==> config.mk <==
export PLATFORM = sky130hd
export DESIGN_NAME = integer_text_formatter
export DESIGN_NICKNAME = d
export VERILOG_FILES = /design/src/itf_pkg.sv /design/src/itf_front.sv /design/src/itf_fifo.sv /design/src/itf_back.sv /design/src/integer_text_formatter.sv
export SDC_FILE = /design/constraint.sdc
export NUM_CORES = 1
export LEC_CHECK = 0
export BUFFER_PORTS_ARGS = -buffer_cell sky130_fd_sc_hd__buf_2
export CORE_MARGIN = 1.5
export CORE_UTILIZATION = 41
export DETAILED_ROUTE_END_ITERATION = 8
export SLEW_MARGIN = 30
export SYNTH_ARGS = -nofsm -noshare
export SYNTH_HDL_FRONTEND = slang
export SYNTH_SLANG_ARGS = --single-unit
==> constraint.sdc <==
create_clock -name i_clk -period 8.8 [get_ports i_clk]
set_clock_uncertainty 0.2 [all_clocks]
set_input_delay 1.32 -clock i_clk [delete_from_list [all_inputs] [get_ports i_clk]]
set_output_delay 1.32 -clock i_clk [all_outputs]
set_load 0.01 [all_outputs]
==> src/itf_pkg.sv <==
// Shared types and constants of the integer text formatter.
// No dependencies; used by the front, queue, back and top-level modules.
`timescale 1ns / 1ps

package itf_pkg;

    localparam int unsigned DIG_N  = 22;             // octal needs 22 digits for 64 bits
    localparam int unsigned DIG_W  = 4;
    localparam int unsigned DIGV_W = DIG_N * DIG_W;
    localparam int unsigned BCD_N  = 20;             // 2^64 fits in 20 decimal digits
    localparam int unsigned BCD_W  = BCD_N * DIG_W;

    localparam logic [5:0] WIDTH_MAX = 6'd40;

    localparam logic [1:0] RADIX_OCT = 2'd0;
    localparam logic [1:0] RADIX_DEC = 2'd1;
    localparam logic [1:0] RADIX_HEX = 2'd2;

    localparam logic [7:0] CH_MINUS   = 8'h2D;
    localparam logic [7:0] CH_ZERO    = 8'h30;
    localparam logic [7:0] CH_UPPER_A = 8'h41;
    localparam logic [7:0] CH_LOWER_A = 8'h61;

    typedef logic [4:0] t_dig_idx;

    // One formatted number, ready to be spelled out.
    typedef struct packed {
        logic [DIGV_W-1:0] digits;   // digit i in bits [4i+3:4i], least significant first
        t_dig_idx          top;      // index of the most significant digit
        logic              has_sign;
        logic [7:0]        sign_ch;
        logic [5:0]        npad;
        logic [7:0]        fill;
        logic              pad_lead;
        logic              upper;
    } t_job;

    typedef enum logic [1:0] {
        FR_IDLE,
        FR_CONV,
        FR_PUSH
    } t_front_st;

    typedef enum logic [2:0] {
        BK_IDLE,
        BK_SIGN,
        BK_LPAD,
        BK_DIG,
        BK_RPAD
    } t_back_st;

endpackage

==> src/itf_front.sv <==
// Front end: accepts a request, takes sign and magnitude, splits it into digits.
// Depends on itf_pkg.
`timescale 1ns / 1ps

module itf_front (
    input  logic          i_clk,
    input  logic          i_rst_n,
    input  logic          i_push,
    output logic          o_full,
    input  logic [63:0]   i_value,
    input  logic [1:0]    i_radix_sel,
    input  logic [5:0]    i_field_width,
    input  logic [7:0]    i_fill_char,
    input  logic          i_fill_before,
    input  logic [7:0]    i_plus_char,
    input  logic          i_signed_mode,
    input  logic          i_upper_hex,
    output itf_pkg::t_job o_job,
    output logic          o_job_push,
    input  logic          i_q_full
);
    import itf_pkg::*;

    t_front_st         r_st, n_st;
    logic [63:0]       r_mag;
    logic [DIGV_W-1:0] r_dig;
    logic [3:0]        r_cnt;
    logic [5:0]        r_width;
    logic              r_has_sign;
    logic [7:0]        r_sign_ch;
    logic [7:0]        r_fill;
    logic              r_before;
    logic              r_upper;

    logic              accept;
    logic              neg;
    logic [63:0]       mag;
    logic [65:0]       mag_ext;
    logic [DIGV_W-1:0] oct_dig;
    t_dig_idx          top;
    logic [5:0]        used;
    logic [5:0]        npad;

    // Four shift-and-add-3 steps of binary to BCD conversion.
    function automatic logic [BCD_W-1:0] dabble4(input logic [BCD_W-1:0] bcd,
                                                 input logic [3:0] bits);
        logic [BCD_W-1:0] acc;
        acc = bcd;
        for (int s = 3; s >= 0; s--) begin
            for (int d = 0; d < BCD_N; d++) begin
                if (acc[d*DIG_W +: DIG_W] >= 4'd5) begin
                    acc[d*DIG_W +: DIG_W] = acc[d*DIG_W +: DIG_W] + 4'd3;
                end
            end
            acc = {acc[BCD_W-2:0], bits[s]};
        end
        return acc;
    endfunction

    assign accept  = (r_st == FR_IDLE) && i_push;
    assign neg     = i_signed_mode & i_value[63];
    assign mag     = neg ? (~i_value + 64'd1) : i_value;
    assign mag_ext = {2'b00, mag};

    always_comb begin
        for (int g = 0; g < DIG_N; g++) begin
            oct_dig[g*DIG_W +: DIG_W] = {1'b0, mag_ext[g*3 +: 3]};
        end
    end

    // Most significant nonzero digit; zero prints as one digit.
    always_comb begin
        top = '0;
        for (int i = 1; i < DIG_N; i++) begin
            if (r_dig[i*DIG_W +: DIG_W] != 4'd0) begin
                top = t_dig_idx'(i);
            end
        end
    end

    assign used = 6'(r_has_sign) + 6'(top) + 6'd1;
    assign npad = (r_width > used) ? (r_width - used) : 6'd0;

    always_comb begin
        n_st = r_st;
        unique case (r_st)
            FR_IDLE: begin
                if (accept) begin
                    n_st = (i_radix_sel == RADIX_DEC) ? FR_CONV : FR_PUSH;
                end
            end
            FR_CONV: begin
                if (r_cnt == 4'd0) begin
                    n_st = FR_PUSH;
                end
            end
            FR_PUSH: begin
                if (!i_q_full) begin
                    n_st = FR_IDLE;
                end
            end
            default: n_st = FR_IDLE;
        endcase
    end

    always_comb begin
        o_full         = (r_st != FR_IDLE);
        o_job_push     = (r_st == FR_PUSH) && !i_q_full;
        o_job.digits   = r_dig;
        o_job.top      = top;
        o_job.has_sign = r_has_sign;
        o_job.sign_ch  = r_sign_ch;
        o_job.npad     = npad;
        o_job.fill     = r_fill;
        o_job.pad_lead = r_before;
        o_job.upper    = r_upper;
    end

    always_ff @(posedge i_clk) begin
        if (!i_rst_n) begin
            r_st <= FR_IDLE;
        end else begin
            r_st <= n_st;
        end
    end

    always_ff @(posedge i_clk) begin
        if (accept) begin
            r_mag      <= mag;
            r_cnt      <= '1;
            r_width    <= (i_field_width > WIDTH_MAX) ? WIDTH_MAX : i_field_width;
            r_has_sign <= neg || (i_plus_char != 8'd0);
            r_sign_ch  <= neg ? CH_MINUS : i_plus_char;
            r_fill     <= i_fill_char;
            r_before   <= i_fill_before;
            r_upper    <= i_upper_hex;
            unique case (i_radix_sel)
                RADIX_OCT: r_dig <= oct_dig;
                RADIX_DEC: r_dig <= '0;
                default:   r_dig <= {{(DIGV_W-64){1'b0}}, mag};
            endcase
        end else if (r_st == FR_CONV) begin
            r_dig[BCD_W-1:0] <= dabble4(r_dig[BCD_W-1:0], r_mag[63:60]);
            r_mag            <= {r_mag[59:0], 4'd0};
            r_cnt            <= r_cnt - 4'd1;
        end
    end

endmodule

==> src/itf_fifo.sv <==
// Two-entry queue of formatted numbers between front and back.
// Depends on itf_pkg.
`timescale 1ns / 1ps

module itf_fifo (
    input  logic          i_clk,
    input  logic          i_rst_n,
    input  logic          i_push,
    input  itf_pkg::t_job i_job,
    output logic          o_full,
    input  logic          i_pop,
    output itf_pkg::t_job o_job,
    output logic          o_empty
);
    import itf_pkg::*;

    t_job       r_slot [2];
    logic       r_wp;
    logic       r_rp;
    logic [1:0] r_cnt;
    logic       wr;
    logic       rd;

    assign o_full  = (r_cnt == 2'd2);
    assign o_empty = (r_cnt == 2'd0);
    assign wr      = i_push && !o_full;
    assign rd      = i_pop && !o_empty;
    assign o_job   = r_slot[r_rp];

    always_ff @(posedge i_clk) begin
        if (!i_rst_n) begin
            r_wp  <= 1'b0;
            r_rp  <= 1'b0;
            r_cnt <= 2'd0;
        end else begin
            if (wr) begin
                r_wp <= ~r_wp;
            end
            if (rd) begin
                r_rp <= ~r_rp;
            end
            r_cnt <= r_cnt + {1'b0, wr} - {1'b0, rd};
        end
    end

    always_ff @(posedge i_clk) begin
        if (wr) begin
            r_slot[r_wp] <= i_job;
        end
    end

endmodule

==> src/itf_back.sv <==
// Back end: spells one queued number out as characters into the output register.
// Depends on itf_pkg.
`timescale 1ns / 1ps

module itf_back (
    input  logic          i_clk,
    input  logic          i_rst_n,
    input  itf_pkg::t_job i_job,
    input  logic          i_q_empty,
    output logic          o_q_pop,
    input  logic          i_pop,
    output logic          o_empty,
    output logic [7:0]    o_text_char,
    output logic          o_last_char
);
    import itf_pkg::*;

    t_back_st     r_st, n_st;
    t_job         r_job;
    t_dig_idx     r_idx;
    logic [5:0]   r_pad;
    logic         r_out_valid;
    logic [7:0]   r_out_char;
    logic         r_out_last;

    logic         adv;
    logic         load;
    logic         emit;
    logic         pad_l;
    logic         pad_r;
    logic [3:0]   dig;
    logic [7:0]   dig_ch;
    logic [7:0]   ch;
    logic         last;

    assign adv   = !r_out_valid || i_pop;
    assign pad_l = r_job.pad_lead && (r_job.npad != 6'd0);
    assign pad_r = !r_job.pad_lead && (r_job.npad != 6'd0);
    assign dig   = r_job.digits[r_idx*DIG_W +: DIG_W];

    always_comb begin
        if (dig <= 4'd9) begin
            dig_ch = CH_ZERO + {4'd0, dig};
        end else begin
            dig_ch = (r_job.upper ? CH_UPPER_A : CH_LOWER_A) + {4'd0, dig} - 8'd10;
        end
    end

    always_comb begin
        n_st = r_st;
        unique case (r_st)
            BK_IDLE: begin
                if (!i_q_empty) begin
                    if (i_job.has_sign) begin
                        n_st = BK_SIGN;
                    end else if (i_job.pad_lead && (i_job.npad != 6'd0)) begin
                        n_st = BK_LPAD;
                    end else begin
                        n_st = BK_DIG;
                    end
                end
            end
            BK_SIGN: begin
                if (adv) begin
                    n_st = pad_l ? BK_LPAD : BK_DIG;
                end
            end
            BK_LPAD: begin
                if (adv && (r_pad == 6'd1)) begin
                    n_st = BK_DIG;
                end
            end
            BK_DIG: begin
                if (adv && (r_idx == '0)) begin
                    n_st = pad_r ? BK_RPAD : BK_IDLE;
                end
            end
            BK_RPAD: begin
                if (adv && (r_pad == 6'd1)) begin
                    n_st = BK_IDLE;
                end
            end
            default: n_st = BK_IDLE;
        endcase
    end

    always_comb begin
        load = (r_st == BK_IDLE) && !i_q_empty;
        emit = adv && (r_st != BK_IDLE);
        ch   = r_job.fill;
        last = 1'b0;
        unique case (r_st)
            BK_IDLE: begin
                ch = r_job.fill;
            end
            BK_SIGN: begin
                ch = r_job.sign_ch;
            end
            BK_LPAD: begin
                ch = r_job.fill;
            end
            BK_DIG: begin
                ch   = dig_ch;
                last = (r_idx == '0) && !pad_r;
            end
            BK_RPAD: begin
                ch   = r_job.fill;
                last = (r_pad == 6'd1);
            end
            default: ch = r_job.fill;
        endcase
    end

    assign o_q_pop     = load;
    assign o_empty     = !r_out_valid;
    assign o_text_char = r_out_char;
    assign o_last_char = r_out_last;

    always_ff @(posedge i_clk) begin
        if (!i_rst_n) begin
            r_st        <= BK_IDLE;
            r_out_valid <= 1'b0;
        end else begin
            r_st <= n_st;
            if (emit) begin
                r_out_valid <= 1'b1;
            end else if (i_pop) begin
                r_out_valid <= 1'b0;
            end
        end
    end

    always_ff @(posedge i_clk) begin
        if (load) begin
            r_job <= i_job;
            r_idx <= i_job.top;
            r_pad <= i_job.npad;
        end else if (emit) begin
            if ((r_st == BK_LPAD) || (r_st == BK_RPAD)) begin
                r_pad <= r_pad - 6'd1;
            end
            if ((r_st == BK_DIG) && (r_idx != '0)) begin
                r_idx <= r_idx - t_dig_idx'(1);
            end
        end
        if (emit) begin
            r_out_char <= ch;
            r_out_last <= last;
        end
    end

endmodule

==> src/integer_text_formatter.sv <==
// Top level of the integer text formatter: front, two-entry queue and back.
// Depends on itf_pkg, itf_front, itf_fifo and itf_back.
//
//  Channel   Handshake          Payload
//  --------  -----------------  -----------------------------------------------------
//  request   push / full        i_value, i_radix_sel, i_field_width, i_fill_char,
//                               i_fill_before, i_plus_char, i_signed_mode, i_upper_hex
//  result    empty / pop        o_text_char, o_last_char (one character per result)
//
// Front: an octal or hex request goes straight to the push state; a decimal
//   one passes through the BCD converter first, four bits per cycle.
// Back: loads a number from the queue only when idle, then emits its
//   characters one at a time, holding while a result waits to be popped;
//   a number spells out as at most 40 characters.
// Reset: synchronous, active low; clears queue, state machines and result valid.
// Stalls: the queue lets the front convert the next request while the back
//   waits on pop; a held result stays on the ports until it is popped.
`timescale 1ns / 1ps

module integer_text_formatter (
    input  logic        i_clk,
    input  logic        i_rst_n,
    input  logic        push,
    output logic        full,
    input  logic [63:0] i_value,
    input  logic [1:0]  i_radix_sel,
    input  logic [5:0]  i_field_width,
    input  logic [7:0]  i_fill_char,
    input  logic        i_fill_before,
    input  logic [7:0]  i_plus_char,
    input  logic        i_signed_mode,
    input  logic        i_upper_hex,
    output logic        empty,
    input  logic        pop,
    output logic [7:0]  o_text_char,
    output logic        o_last_char
);
    import itf_pkg::*;

    t_job front_job;
    t_job q_job;
    logic front_push;
    logic q_full;
    logic q_empty;
    logic q_pop;

    // Front: take the request, fold in the sign, split the magnitude into digits.
    itf_front u_front (
        .i_clk         (i_clk),
        .i_rst_n       (i_rst_n),
        .i_push        (push),
        .o_full        (full),
        .i_value       (i_value),
        .i_radix_sel   (i_radix_sel),
        .i_field_width (i_field_width),
        .i_fill_char   (i_fill_char),
        .i_fill_before (i_fill_before),
        .i_plus_char   (i_plus_char),
        .i_signed_mode (i_signed_mode),
        .i_upper_hex   (i_upper_hex),
        .o_job         (front_job),
        .o_job_push    (front_push),
        .i_q_full      (q_full)
    );

    // Hold up to two finished numbers so each side can stall on its own.
    itf_fifo u_fifo (
        .i_clk   (i_clk),
        .i_rst_n (i_rst_n),
        .i_push  (front_push),
        .i_job   (front_job),
        .o_full  (q_full),
        .i_pop   (q_pop),
        .o_job   (q_job),
        .o_empty (q_empty)
    );

    // Back: sign, leading fill, digits and trailing fill, one per cycle unless held.
    itf_back u_back (
        .i_clk       (i_clk),
        .i_rst_n     (i_rst_n),
        .i_job       (q_job),
        .i_q_empty   (q_empty),
        .o_q_pop     (q_pop),
        .i_pop       (pop),
        .o_empty     (empty),
        .o_text_char (o_text_char),
        .o_last_char (o_last_char)
    );

endmodule

# Yosys cells after proc, flatten, opt, wreduce, memory -nomap -nowiden
# Memory sizes are Yosys's and may differ from the RTL's. A register that Yosys moved wholly into a read port is not among the register bits.
# Cells that the tools add are included.
dict set report totals {
  regBits 323
  ram_bits 236
  inputBits 95
  out_inout_bits 11
  elab_cells 546
  memories 1
}
dict set report op_classes {
  add_sub_neg 92
  magnitude_cmp 83
  n_eq_ne 17
  shifts 1
  muxes 259
  bitwise 4
  reduce_logical 63
}
# name depth word_bits rd rd_clocked_by_memory_dff write_ports line
set memory_table {}
lappend memory_table {u_fifo.r_slot 2 118 1 1 1 itf_fifo.sv:17} ;# t_job r_slot [2];
# op count
set ops {}
lappend ops {{4-bit 2-to-1 mux} 198}
lappend ops {{4-bit by 3-bit greater-or-equal comparator with 1-bit output, second input constant} 80}
lappend ops {{4-bit by 2-bit adder with 4-bit output, second input constant} 76}
lappend ops {{64-bit 2-to-1 mux} 3}
lappend ops {{85-bit one-hot mux with 2 select lines} 1}
lappend ops {{80-bit 2-to-1 mux} 2}
lappend ops {{88-bit by 8-bit indexed part select with 4-bit output} 1}
lappend ops {{4-bit nonzero test} 21}
lappend ops {{64-bit by 1-bit adder with 64-bit output, second input constant} 1}
lappend ops {{64-bit NOT} 1}
lappend ops {{3-bit 2-to-1 mux} 21}
lappend ops {{5-bit 2-to-1 mux} 9}
lappend ops {{6-bit 2-to-1 mux} 5}
lappend ops {{8-bit one-hot mux with 2 select lines} 1}
lappend ops {{3-bit one-hot mux with 5 select lines} 1}
lappend ops {{1-bit logical AND} 13}
lappend ops {{3-bit by 2-bit adder with 3-bit output, second input constant} 4}
lappend ops {{2-bit 2-to-1 mux} 6}
lappend ops {{2-bit by 1-bit inequality test with 1-bit output, second input constant} 6}
lappend ops {{2-bit nonzero test} 6}
lappend ops {{6-bit nonzero test} 2}
lappend ops {{1-bit 2-to-1 mux} 9}
lappend ops {{8-bit by 4-bit adder with 8-bit output} 1}
lappend ops {{8-bit 2-to-1 mux} 1}
lappend ops {{36 further kinds} 50}

# Logic depth before layout (Yosys ltp)
# Gate-level depths: netlist of run 1.
dict set report logic_depth {
  word_depth 26
  depth_mapped 23
  mapped_depth_nobuf 23
}

# Cells and area by module
# From an unflattened synthesis of run 1, not the netlist that was laid out.
dict set report hier_totals {
  hier_cells 2945
  hier_area_um2 32925.3
}
# module n_inst cells_per_inst area_per_inst_um2 seq_area_each_um2
set by_module_without_submodules {}
lappend by_module_without_submodules {itf_front 1 2200 18363.9 5315.1}
lappend by_module_without_submodules {itf_fifo 1 394 8814.7 7186.9}
lappend by_module_without_submodules {itf_back 1 351 5746.8 4043.9}

# Worst setup path before layout of run 1
# No wires, ideal clock.
dict set report synth_timing {
  path_kind {register to register}
  start {register u_fifo.r_cnt[1]}
  end {memory u_fifo.r_slot[0][0] (netlist bit) (enable)}
  arrival_time_ns 5.869
  required_time_ns 7.998
  path_slack_ns 2.128
  stages_incl_launch_ff 4
  path_buffers 0
  synth_period_minus_slack_ns 6.672
  cell_sequence {dfxtp_1 nor2b_1 nor3b_1 nor2b_1}
}
dict set report synth_between {
  elab_chain_len 6
}
# item line
set synth_rtl {}
lappend synth_rtl {{from (decl)} itf_fifo.sv:20} ;# logic [1:0] r_cnt;
lappend synth_rtl {{from (signal assigned)} itf_fifo.sv:42} ;# r_cnt <= r_cnt + {1'b0, wr} - {1'b0, rd};
lappend synth_rtl {{2-bit == test (*)} itf_fifo.sv:24} ;# assign o_full = (r_cnt == 2'd2);
lappend synth_rtl {{1-bit zero test (*)} {itf_front.sv:108, itf_fifo.sv:26}}
lappend synth_rtl {{1-bit logical AND} itf_front.sv:108} ;# o_job_push = (r_st == FR_PUSH) && !i_q_full;
lappend synth_rtl {{1-bit logical AND (*)} itf_fifo.sv:26} ;# assign wr = i_push && !o_full;
lappend synth_rtl {{via u_fifo.wr} itf_fifo.sv:21} ;# logic wr;
lappend synth_rtl {{1-bit 2-to-1 mux (*)} itf_fifo.sv:47} ;# if (wr) begin
lappend synth_rtl {{1-bit 2-to-1 mux (implied by the code) (*)} itf_fifo.sv:48} ;# r_slot[r_wp] <= i_job;
lappend synth_rtl {{to (decl)} itf_fifo.sv:17}
# Mark *: on every way through the listed nets, which the timed path passes. The rest lies on a longest branch.

# Worst setup path in the final report of run 1
dict set report layout_timing {
  start {register u_front.r_dig[44]}
  end {register u_front.r_dig[46] (data pin)}
}
dict set report layout_between {
  elab_chain_len 16
}
# item line
set layout_rtl {}
lappend layout_rtl {{from (decl)} itf_front.sv:26} ;# logic [DIGV_W-1:0] r_dig;
lappend layout_rtl {{from (signal assigned)} itf_front.sv:138} ;# RADIX_OCT: r_dig <= oct_dig;
lappend layout_rtl {{from (signal assigned)} itf_front.sv:140} ;# default: r_dig <= {{(DIGV_W-64){1'b0}}, mag};
lappend layout_rtl {{from (signal, indexed assignment)} itf_front.sv:143} ;# r_dig[BCD_W-1:0] <= dabble4(r_dig[BCD_W-1:0], r_mag[63:60]);
lappend layout_rtl {{4-bit by 2-bit adder with 4-bit output / 4-bit by 3-bit greater-or-equal comparator with 1-bit output (equally long branches)} {itf_front.sv:52, itf_front.sv:51}}
lappend layout_rtl {{4-bit 2-to-1 mux (*)} itf_front.sv:51} ;# if (acc[d*DIG_W +: DIG_W] >= 4'd5) begin
lappend layout_rtl {{4-bit 2-to-1 mux (*)} itf_front.sv:142} ;# end else if (r_st == FR_CONV) begin
lappend layout_rtl {{4-bit 2-to-1 mux (*)} itf_front.sv:128} ;# if (accept) begin
lappend layout_rtl {{4-bit by 2-bit adder with 4-bit output / 4-bit by 3-bit greater-or-equal comparator with 1-bit output (equally long branches)} {itf_front.sv:52, itf_front.sv:51}}
lappend layout_rtl {{4-bit 2-to-1 mux (*)} itf_front.sv:51}
lappend layout_rtl {{4-bit 2-to-1 mux (*)} itf_front.sv:142}
lappend layout_rtl {{4-bit 2-to-1 mux (*)} itf_front.sv:128}
lappend layout_rtl {{4-bit by 3-bit greater-or-equal comparator with 1-bit output / 4-bit by 2-bit adder with 4-bit output (equally long branches)} {itf_front.sv:51, itf_front.sv:52}}
lappend layout_rtl {{4-bit 2-to-1 mux (*)} itf_front.sv:51}
lappend layout_rtl {{4-bit 2-to-1 mux (*)} itf_front.sv:142}
lappend layout_rtl {{4-bit 2-to-1 mux (*)} itf_front.sv:128}
lappend layout_rtl {{4-bit by 2-bit adder with 4-bit output / 4-bit by 3-bit greater-or-equal comparator with 1-bit output (equally long branches)} {itf_front.sv:52, itf_front.sv:51}}
lappend layout_rtl {{4-bit 2-to-1 mux (*)} itf_front.sv:51}
lappend layout_rtl {{80-bit 2-to-1 mux (*)} itf_front.sv:142}
lappend layout_rtl {{80-bit 2-to-1 mux (*)} itf_front.sv:128}
# Every way passes the cells marked *; elsewhere a longest branch is shown, timed or not. The select of a mux whose other input is x is not followed.
# A chain may end at the register's enable or synchronous reset.

==> results.sh, run 1 <==
export IMPL_dr_wl_met3_mm=4.205
export IMPL_cts_clk_slew_worst_paths_ns=0.07
export IMPL_finalHoldViolCount=0
export IMPL_synth_yosys_seq_area_share_pct=50.51
export IMPL_io_buffers=105
export IMPL_drt_pass1_iterations=5
export IMPL_cts_made_buffers=58
export IMPL_wl_per_cell_um=19.36
export IMPL_r2r_slack_ns=3.29
export IMPL_hold_buffers=0
export IMPL_tightest_slew_ns=0.9704
export IMPL_cp_arrival_ns=5.66
export IMPL_min_path_type="reg -> reg"
export IMPL_top_layer="met4"
export IMPL_cts_root_buf="clkbuf_16"
export IMPL_layout_nets=3237
export IMPL_clockBufferDepth=3
export IMPL_ff2ff_path_depth=22
export IMPL_critPathRequiredTime_ns=8.95
export IMPL_first_iter_violations=1695
export IMPL_setup_viol=0
export IMPL_cts_tree="built"
export IMPL_grt_pass1_wl_mm=121.4
export IMPL_grt_overflow_total=0
export IMPL_htree_levels=2
export IMPL_start_util_pct=41.37
export IMPL_synthFlopType="edfxtp_1"
export IMPL_syn_avg_cell_area_um2=11.15
export IMPL_ios=106
export IMPL_min_period_ns=5.515
export IMPL_min_to="u_fifo.r_slot[1][22]$_DFFE_PP_"
export IMPL_outcome="finished, final reports clean"
export IMPL_synthesis_area_um2=32050
export IMPL_num_antenna_cells=0
export IMPL_fin_setup_tns_ns=0
export IMPL_synth_edf_count=529
export IMPL_max_freq_ghz=0.1813
export IMPL_gp_congestion=0.8673
export IMPL_hpwlAfterDp_mm=56.42
export IMPL_timing_rr_start="u_front.r_dig[44]$_DFFE_PP_"
export IMPL_dieArea_um2=79850
export IMPL_rsz0062_at_grt="no"
export IMPL_drive_gt1_share_pct=13.18
export IMPL_synthCells=2874
export IMPL_cap_viol_max_count=0
export IMPL_synthDistinctLibCells=85
export IMPL_wl_met2_mm=35.53
export IMPL_synth_async_reset_ratio_pct=0
export IMPL_max_slew_margin_rel_pct=35.15
export IMPL_coreArea_um2=77470
export IMPL_ant_nets=0
export IMPL_antenna_found_initial=2
export IMPL_track_usage_pct=19.46
export IMPL_end_kind="flip-flop"
export IMPL_vias_per_cell=5.528
export IMPL_cts_resized=0
export IMPL_cts_sinks=544
export IMPL_timing_rr_end="u_front.r_dig[46]$_DFFE_PP_"
export IMPL_ys_ff_latch=544
export IMPL_met1_length_mm=36.60
export IMPL_synthesis_nets=3158
export IMPL_die_h_um=282.6
export IMPL_area_growth_syn_to_layout_pct=10.85
export IMPL_num_vias=22324
export IMPL_rows=102
export IMPL_drt_total_wl_mm=78.17
export IMPL_critPathKind="reg -> reg"
export IMPL_start_kind="flip-flop"
export IMPL_yosysWarnings=0
export IMPL_grt_max_degree=96
export IMPL_die_w_um=282.6
export IMPL_crit_fanout=7
export IMPL_report_final_slew_viol_count=0
export IMPL_hold_start="u_front.r_sign_ch[6]$_SDFFCE_PP0P_"
export IMPL_drcViolationCount=0
export IMPL_clk_latency_ns=0.64
export IMPL_post_cts_buffers=0
export IMPL_post_route_period_util_pct=62.67
export IMPL_grt_pass1_vias=21733
export IMPL_worstHoldPathCells=0
[how the worst max path moves through the flow]
stage / endpoint / cells past startpoint / from
after CTS: u_front.r_dig[74]$_DFFE_PP_ / 22 / u_front.r_dig[69]$_DFFE_PP_
final: u_front.r_dig[46]$_DFFE_PP_ / 22 / u_front.r_dig[44]$_DFFE_PP_
after global routing: u_front.r_dig[74]$_DFFE_PP_ / 22 / u_front.r_dig[73]$_DFFE_PP_
after global placement: u_front.r_dig[74]$_DFFE_PP_ / 22 / u_front.r_dig[69]$_DFFE_PP_
after detailed placement: u_front.r_dig[74]$_DFFE_PP_ / 22 / u_front.r_dig[73]$_DFFE_PP_
after floorplan: u_fifo.r_slot[0][0]$_DFFE_PP_ / 3 / u_fifo.r_cnt[1]$_SDFF_PN0_
[worst max-delay path, stage by stage (launching register included)]
cell	delay (ns)
edfxtp_1	0.53
inv_1	0.13
ha_1	0.28
nor2b_1	0.35
a2bb2oi_1	0.26
and2_1	0.18
inv_1	0.07
ha_1	0.22
nand2b_1	0.15
a21oi_1	0.10
o221a_2	0.31
xnor2_1	0.34
ha_1	0.24
nor2_1	0.05
o21ai_0	0.37
xor2_1	0.29
inv_1	0.11
ha_1	0.23
inv_1	0.09
nor2_1	0.04
o21ai_0	0.36
mux2i_1	0.23
o21ai_0	0.08
[registers in the layout, summed over array words and instances (netlist names), 3 cells and up, named ones only]
signal              flops
u_back.o_text_char      8
u_back.r_idx            5
u_back.r_job          108
u_back.r_pad            6
u_back.r_st             3
u_fifo.r_slot         228
u_front.r_cnt           4
u_front.r_dig          84
u_front.r_fill          8
u_front.r_mag          64
u_front.r_sign_ch       8
u_front.r_width         6
[layer usage]
metal,vias to the layer above,global-route usage [%]
li1,10638,-
met3,97,2.238
met5,-,0
met4,0,5.485
met1,10948,27.65
met2,641,31.35
[placed cells by master, fill, tap and decap left out, types with 32 or more instances in the layout]
cell	count
a21oi_1	126
buf_2	105
clkbuf_16	59
edfxtp_1	529
ha_1	188
inv_1	218
mux2_2	128
mux2i_1	131
nand2_1	226
nand2b_1	59
nor2_1	206
nor2b_1	78
nor3_1	40
nor3b_1	35
o21ai_0	183
o22ai_1	45
o31ai_1	32
xnor2_1	96
xor2_1	52
[final cells by class]
class / instances / area, um2
Clock buffer: 75 / 1546
Clock inverter: 30 / 292.8
Fill cell: 7054 / 41940
Inverter: 221 / 832.0
Multi-Input combinational cell: 2005 / 14670
Sequential cell: 544 / 16190
Tap cell: 1040 / 1301
Timing Repair Buffer: 123 / 695.7
[synth_stat cells, types with 41 or more instances]
| cell type | instances | area [um2] |
|---|---|---|
| inv_1 | 218 | 818.3 |
| xor2_1 | 52 | 455.4 |
| nor2_1 | 206 | 773.2 |
| mux2_2 | 128 | 1441 |
| clkbuf_1 | 94 | 352.8 |
| a21oi_1 | 126 | 630.6 |
| ha_1 | 188 | 2352 |
| nor2b_1 | 79 | 494.2 |
| nand2_1 | 228 | 855.8 |
| nor3_1 | 41 | 205.2 |
| o21ai_0 | 183 | 915.9 |
| xnor2_1 | 96 | 840.8 |
| mux2i_1 | 131 | 1311 |
| nand2b_1 | 59 | 369.1 |
| edfxtp_1 | 529 | 15890 |
| o22ai_1 | 45 | 281.5 |
[through the flow]
step	hold WS [ns]	worst slack [ns]	area (um2)	utilization, %	instances
2_1_floorplan	0.2215	2.128	32050	-	2874
3_3_place_gp	0.2226	3.311	33630	43.42	3931
3_5_place_dp	0.2316	3.312	33680	43.48	3933
4_1_cts	0.2457	3.275	35520	45.85	4038
5_1_grt	0.2570	2.818	35520	45.86	4038
6_report	0.2476	3.285	35520	45.86	4038
[kinds of logic after synthesis]
kind of cell | count (synthesis) | synth area share (%)
mux | 280 | 10.07
simple gates | 777 | 12.11
buf+inv | 325 | 3.819
compound gates | 610 | 12.04
fa+ha+maj | 189 | 7.403
other cells | 1 | 0.01170
xor+xnor | 148 | 4.045
flops | 544 | 50.51
Power of run 1 is not shown: default switching activity piles up to over one toggle a cycle in this logic, so the estimate is an artifact.
==> run 2, diff against run 1 <==
--- a/config.mk
+++ b/config.mk
@@ -5,6 +5,7 @@
 export SDC_FILE = /design/constraint.sdc
 export NUM_CORES = 1
 export LEC_CHECK = 0
+export ABC_AREA = 1
 export BUFFER_PORTS_ARGS = -buffer_cell sky130_fd_sc_hd__buf_2
 export CORE_MARGIN = 1.5
 export CORE_UTILIZATION = 41
==> constraint.sdc (replaced) <==
create_clock -name i_clk -period 4.5 [get_ports i_clk]
set_clock_uncertainty 0.2 [all_clocks]
set_input_delay 0.675 -clock i_clk [delete_from_list [all_inputs] [get_ports i_clk]]
set_output_delay 0.675 -clock i_clk [all_outputs]
set_load 0.01 [all_outputs]
==> results.sh, run 2 <==
export IMPL_min_period_ns=4.320
export IMPL_worst_path_largest_cell_delay_ns=0.42
export IMPL_synthFlopType="edfxtp_1"
export IMPL_max_slew_margin_rel_pct=36.43
export IMPL_die_w_um=291.6
export IMPL_ys_ff_latch=544
export IMPL_grt_pass1_wl_mm=135.2
export IMPL_yosysWarnings=0
export IMPL_finalHoldViolCount=0
export IMPL_path_depth=25
export IMPL_crit_family="simple AND/OR/NAND/NOR gates"
export IMPL_cp_slowest_cell="edfxtp_1"
export IMPL_max_freq_ghz=0.2315
export IMPL_start_kind="flip-flop"
export IMPL_start_util_pct=41.51
export IMPL_synth_top_area_share_pct=46.53
export IMPL_ff2ff_path_depth=25
export IMPL_wl_per_cell_um=16.10
export IMPL_final_area_um2=39630
export IMPL_synthAdderAreaFrac_pct=6.949
export IMPL_drt_total_wl_mm=88.21
export IMPL_cts_tree="built"
export IMPL_final_common_cell="nand2_1"
export IMPL_layout_nets=4644
export IMPL_post_route_period_util_pct=95.99
export IMPL_largest_reg_flops=228
export IMPL_grt_pass1_vias=24812
export IMPL_cts_sinks=544
export IMPL_largest_register="u_fifo.r_slot"
export IMPL_stdcell_count=5480
export IMPL_die_h_um=291.6
export IMPL_report_final_slew_viol_count=0
export IMPL_worstHoldPathCells=1
export IMPL_critPathKind="reg -> reg"
export IMPL_coreArea_um2=82240
export IMPL_clockBufferDepth=3
export IMPL_ios=106
export IMPL_synthMostInstantiatedCell="nand2_1"
export IMPL_grt_max_degree=129
export IMPL_end_kind="flip-flop"
export IMPL_synth_area_mux_share_pct=0.02932
export IMPL_synthCells=4149
export IMPL_tightest_slew_ns=0.9435
export IMPL_vias_per_cell=5.017
export IMPL_outcome="finished, final reports clean"
export IMPL_setup_viol=0
export IMPL_yosys_area_share_simple_pct=28.17
export IMPL_synth_edf_count=529
export IMPL_yosys_area_top_type="edfxtp_1"
export IMPL_synthesis_nets=4433
export IMPL_rows=105
export IMPL_ant_nets=0
export IMPL_cp_num_buf_inv=5
export IMPL_synth_common_cells="nand2_1, edfxtp_1, inv_1, nor2_1, nand3_1"
export IMPL_min_path_type="in -> reg"
export IMPL_num_vias=27493
export IMPL_track_usage_pct=20.14
export IMPL_crit_top_cell="nand2_1"
export IMPL_grt_overflow_total=0
export IMPL_synthDistinctLibCells=72
export IMPL_synth_yosys_seq_area_share_pct=47.41
export IMPL_ys_top_cells_by_area="edfxtp_1, nand2_1, ha_1"
export IMPL_antenna_found_initial=3
export IMPL_mostFrequentLayoutCells="nand2_1, edfxtp_1, inv_1, nor2_1, nand3_1"
export IMPL_cts_clk_slew_worst_paths_ns=0.06
export IMPL_syn_avg_cell_area_um2=8.229
export IMPL_synth_compound_area_share_pct=7.586
export IMPL_rsz0062_at_grt="yes"
export IMPL_first_iter_violations=1935
export IMPL_synth_async_reset_ratio_pct=0
export IMPL_hold_ws_ns=0.04101
export IMPL_cp_arrival_ns=4.51
export IMPL_cts_root_buf="clkbuf_16"
export IMPL_synth_top_family_by_area="simple AND/OR/NAND/NOR gates"
export IMPL_htree_levels=2
export IMPL_drive_gt1_share_pct=16.31
export IMPL_io_buffers=105
export IMPL_dieArea_um2=85010
export IMPL_post_place_cells=5277
export IMPL_cap_viol_max_count=0
export IMPL_fill_cells=7873
export IMPL_place_area_um2=36100
export IMPL_synthesis_area_um2=34140
export IMPL_gp_congestion=0.9043
export IMPL_drcViolationCount=0
export IMPL_crit_fanout=5
export IMPL_cts_made_buffers=60
export IMPL_critPathRequiredTime_ns=4.69
export IMPL_drt_pass1_iterations=9
export IMPL_hpwlAfterDp_mm=63.85
export IMPL_clk_latency_ns=0.65
export IMPL_synth_xor_area_share_pct=2.551
export IMPL_area_growth_syn_to_layout_pct=16.09
export IMPL_reg_top3="u_fifo.r_slot x228, u_back.r_job x108, u_front.r_dig x84"
==> run 2: kinds of logic after synthesis <==
| family | Yosys count |
|---|---|
| adder cells (fa/ha/maj) | 189 |
| buffers and inverters | 651 |
| AO/OA/AOI/OAI | 424 |
| multiplexers | 1 |
| flip-flops | 544 |
| AND/OR/NAND/NOR | 2249 |
| other | 1 |
| XOR/XNOR | 90 |
==> run 2: repair_timing <==
item,4_1_cts,5_1_grt
resized for setup,0,209
hold buffers,9,0
endpoints found under the hold margin,9,0
setup buffers,0,82
setup endpoints to repair,0,79
==> run 2: cell type report <==
type	count	area [um2]	area share, %
tap	1070	1339	3.378
clock inverter	38	456.7	1.152
clock buffer	73	1550	3.912
sequential	544	16190	40.85
timing repair buffer	242	1668	4.208
multi-input combinational	2954	16320	41.19
antenna	1	2.502	0.006314
inverter	558	2103	5.307
==> run 2: through the flow <==
stage	worst slack [ns]	TNS, ns	utilization, %
2_1_floorplan	0.09167	0	-
3_3_place_gp	0.1165	0	43.89
3_5_place_dp	0.02591	0	43.89
4_1_cts	0.01694	0	46.44
5_1_grt	-0.09170	-0.8472	48.19
6_report	0.1803	0	48.19
==> run 2: layer usage <==
| layer | vias up | global-route usage (%) | part of all wire, % | wire (um) |
|---|---|---|---|---|
| met4 | 0 | 6.237 | 2.8 | 2487 |
| met1 | 12718 | 29.06 | 48 | 42020 |
| met3 | 116 | 2.413 | 5.2 | 4602 |
| met2 | 647 | 31.59 | 44 | 39100 |
| li1 | 14012 | - | - | - |
| met5 | - | 0 | 0 | 0 |
==> run 2: worst paths after layout <==
path	startpoint	endpoint	slack, ns
setup / recovery	u_front.r_dig[64]$_DFFE_PP_	u_front.r_dig[66]$_DFFE_PP_	0.18
hold / removal	i_fill_char[2]	u_front.r_fill[2]$_DFFE_PP_	0.04
setup reg to reg	u_front.r_dig[64]$_DFFE_PP_	u_front.r_dig[66]$_DFFE_PP_	0.18
hold reg to reg	u_front.r_sign_ch[5]$_SDFFCE_PP1P_	u_fifo.r_slot[1][21]$_DFFE_PP_	0.24
Power of run 2 is left out for the same reason.
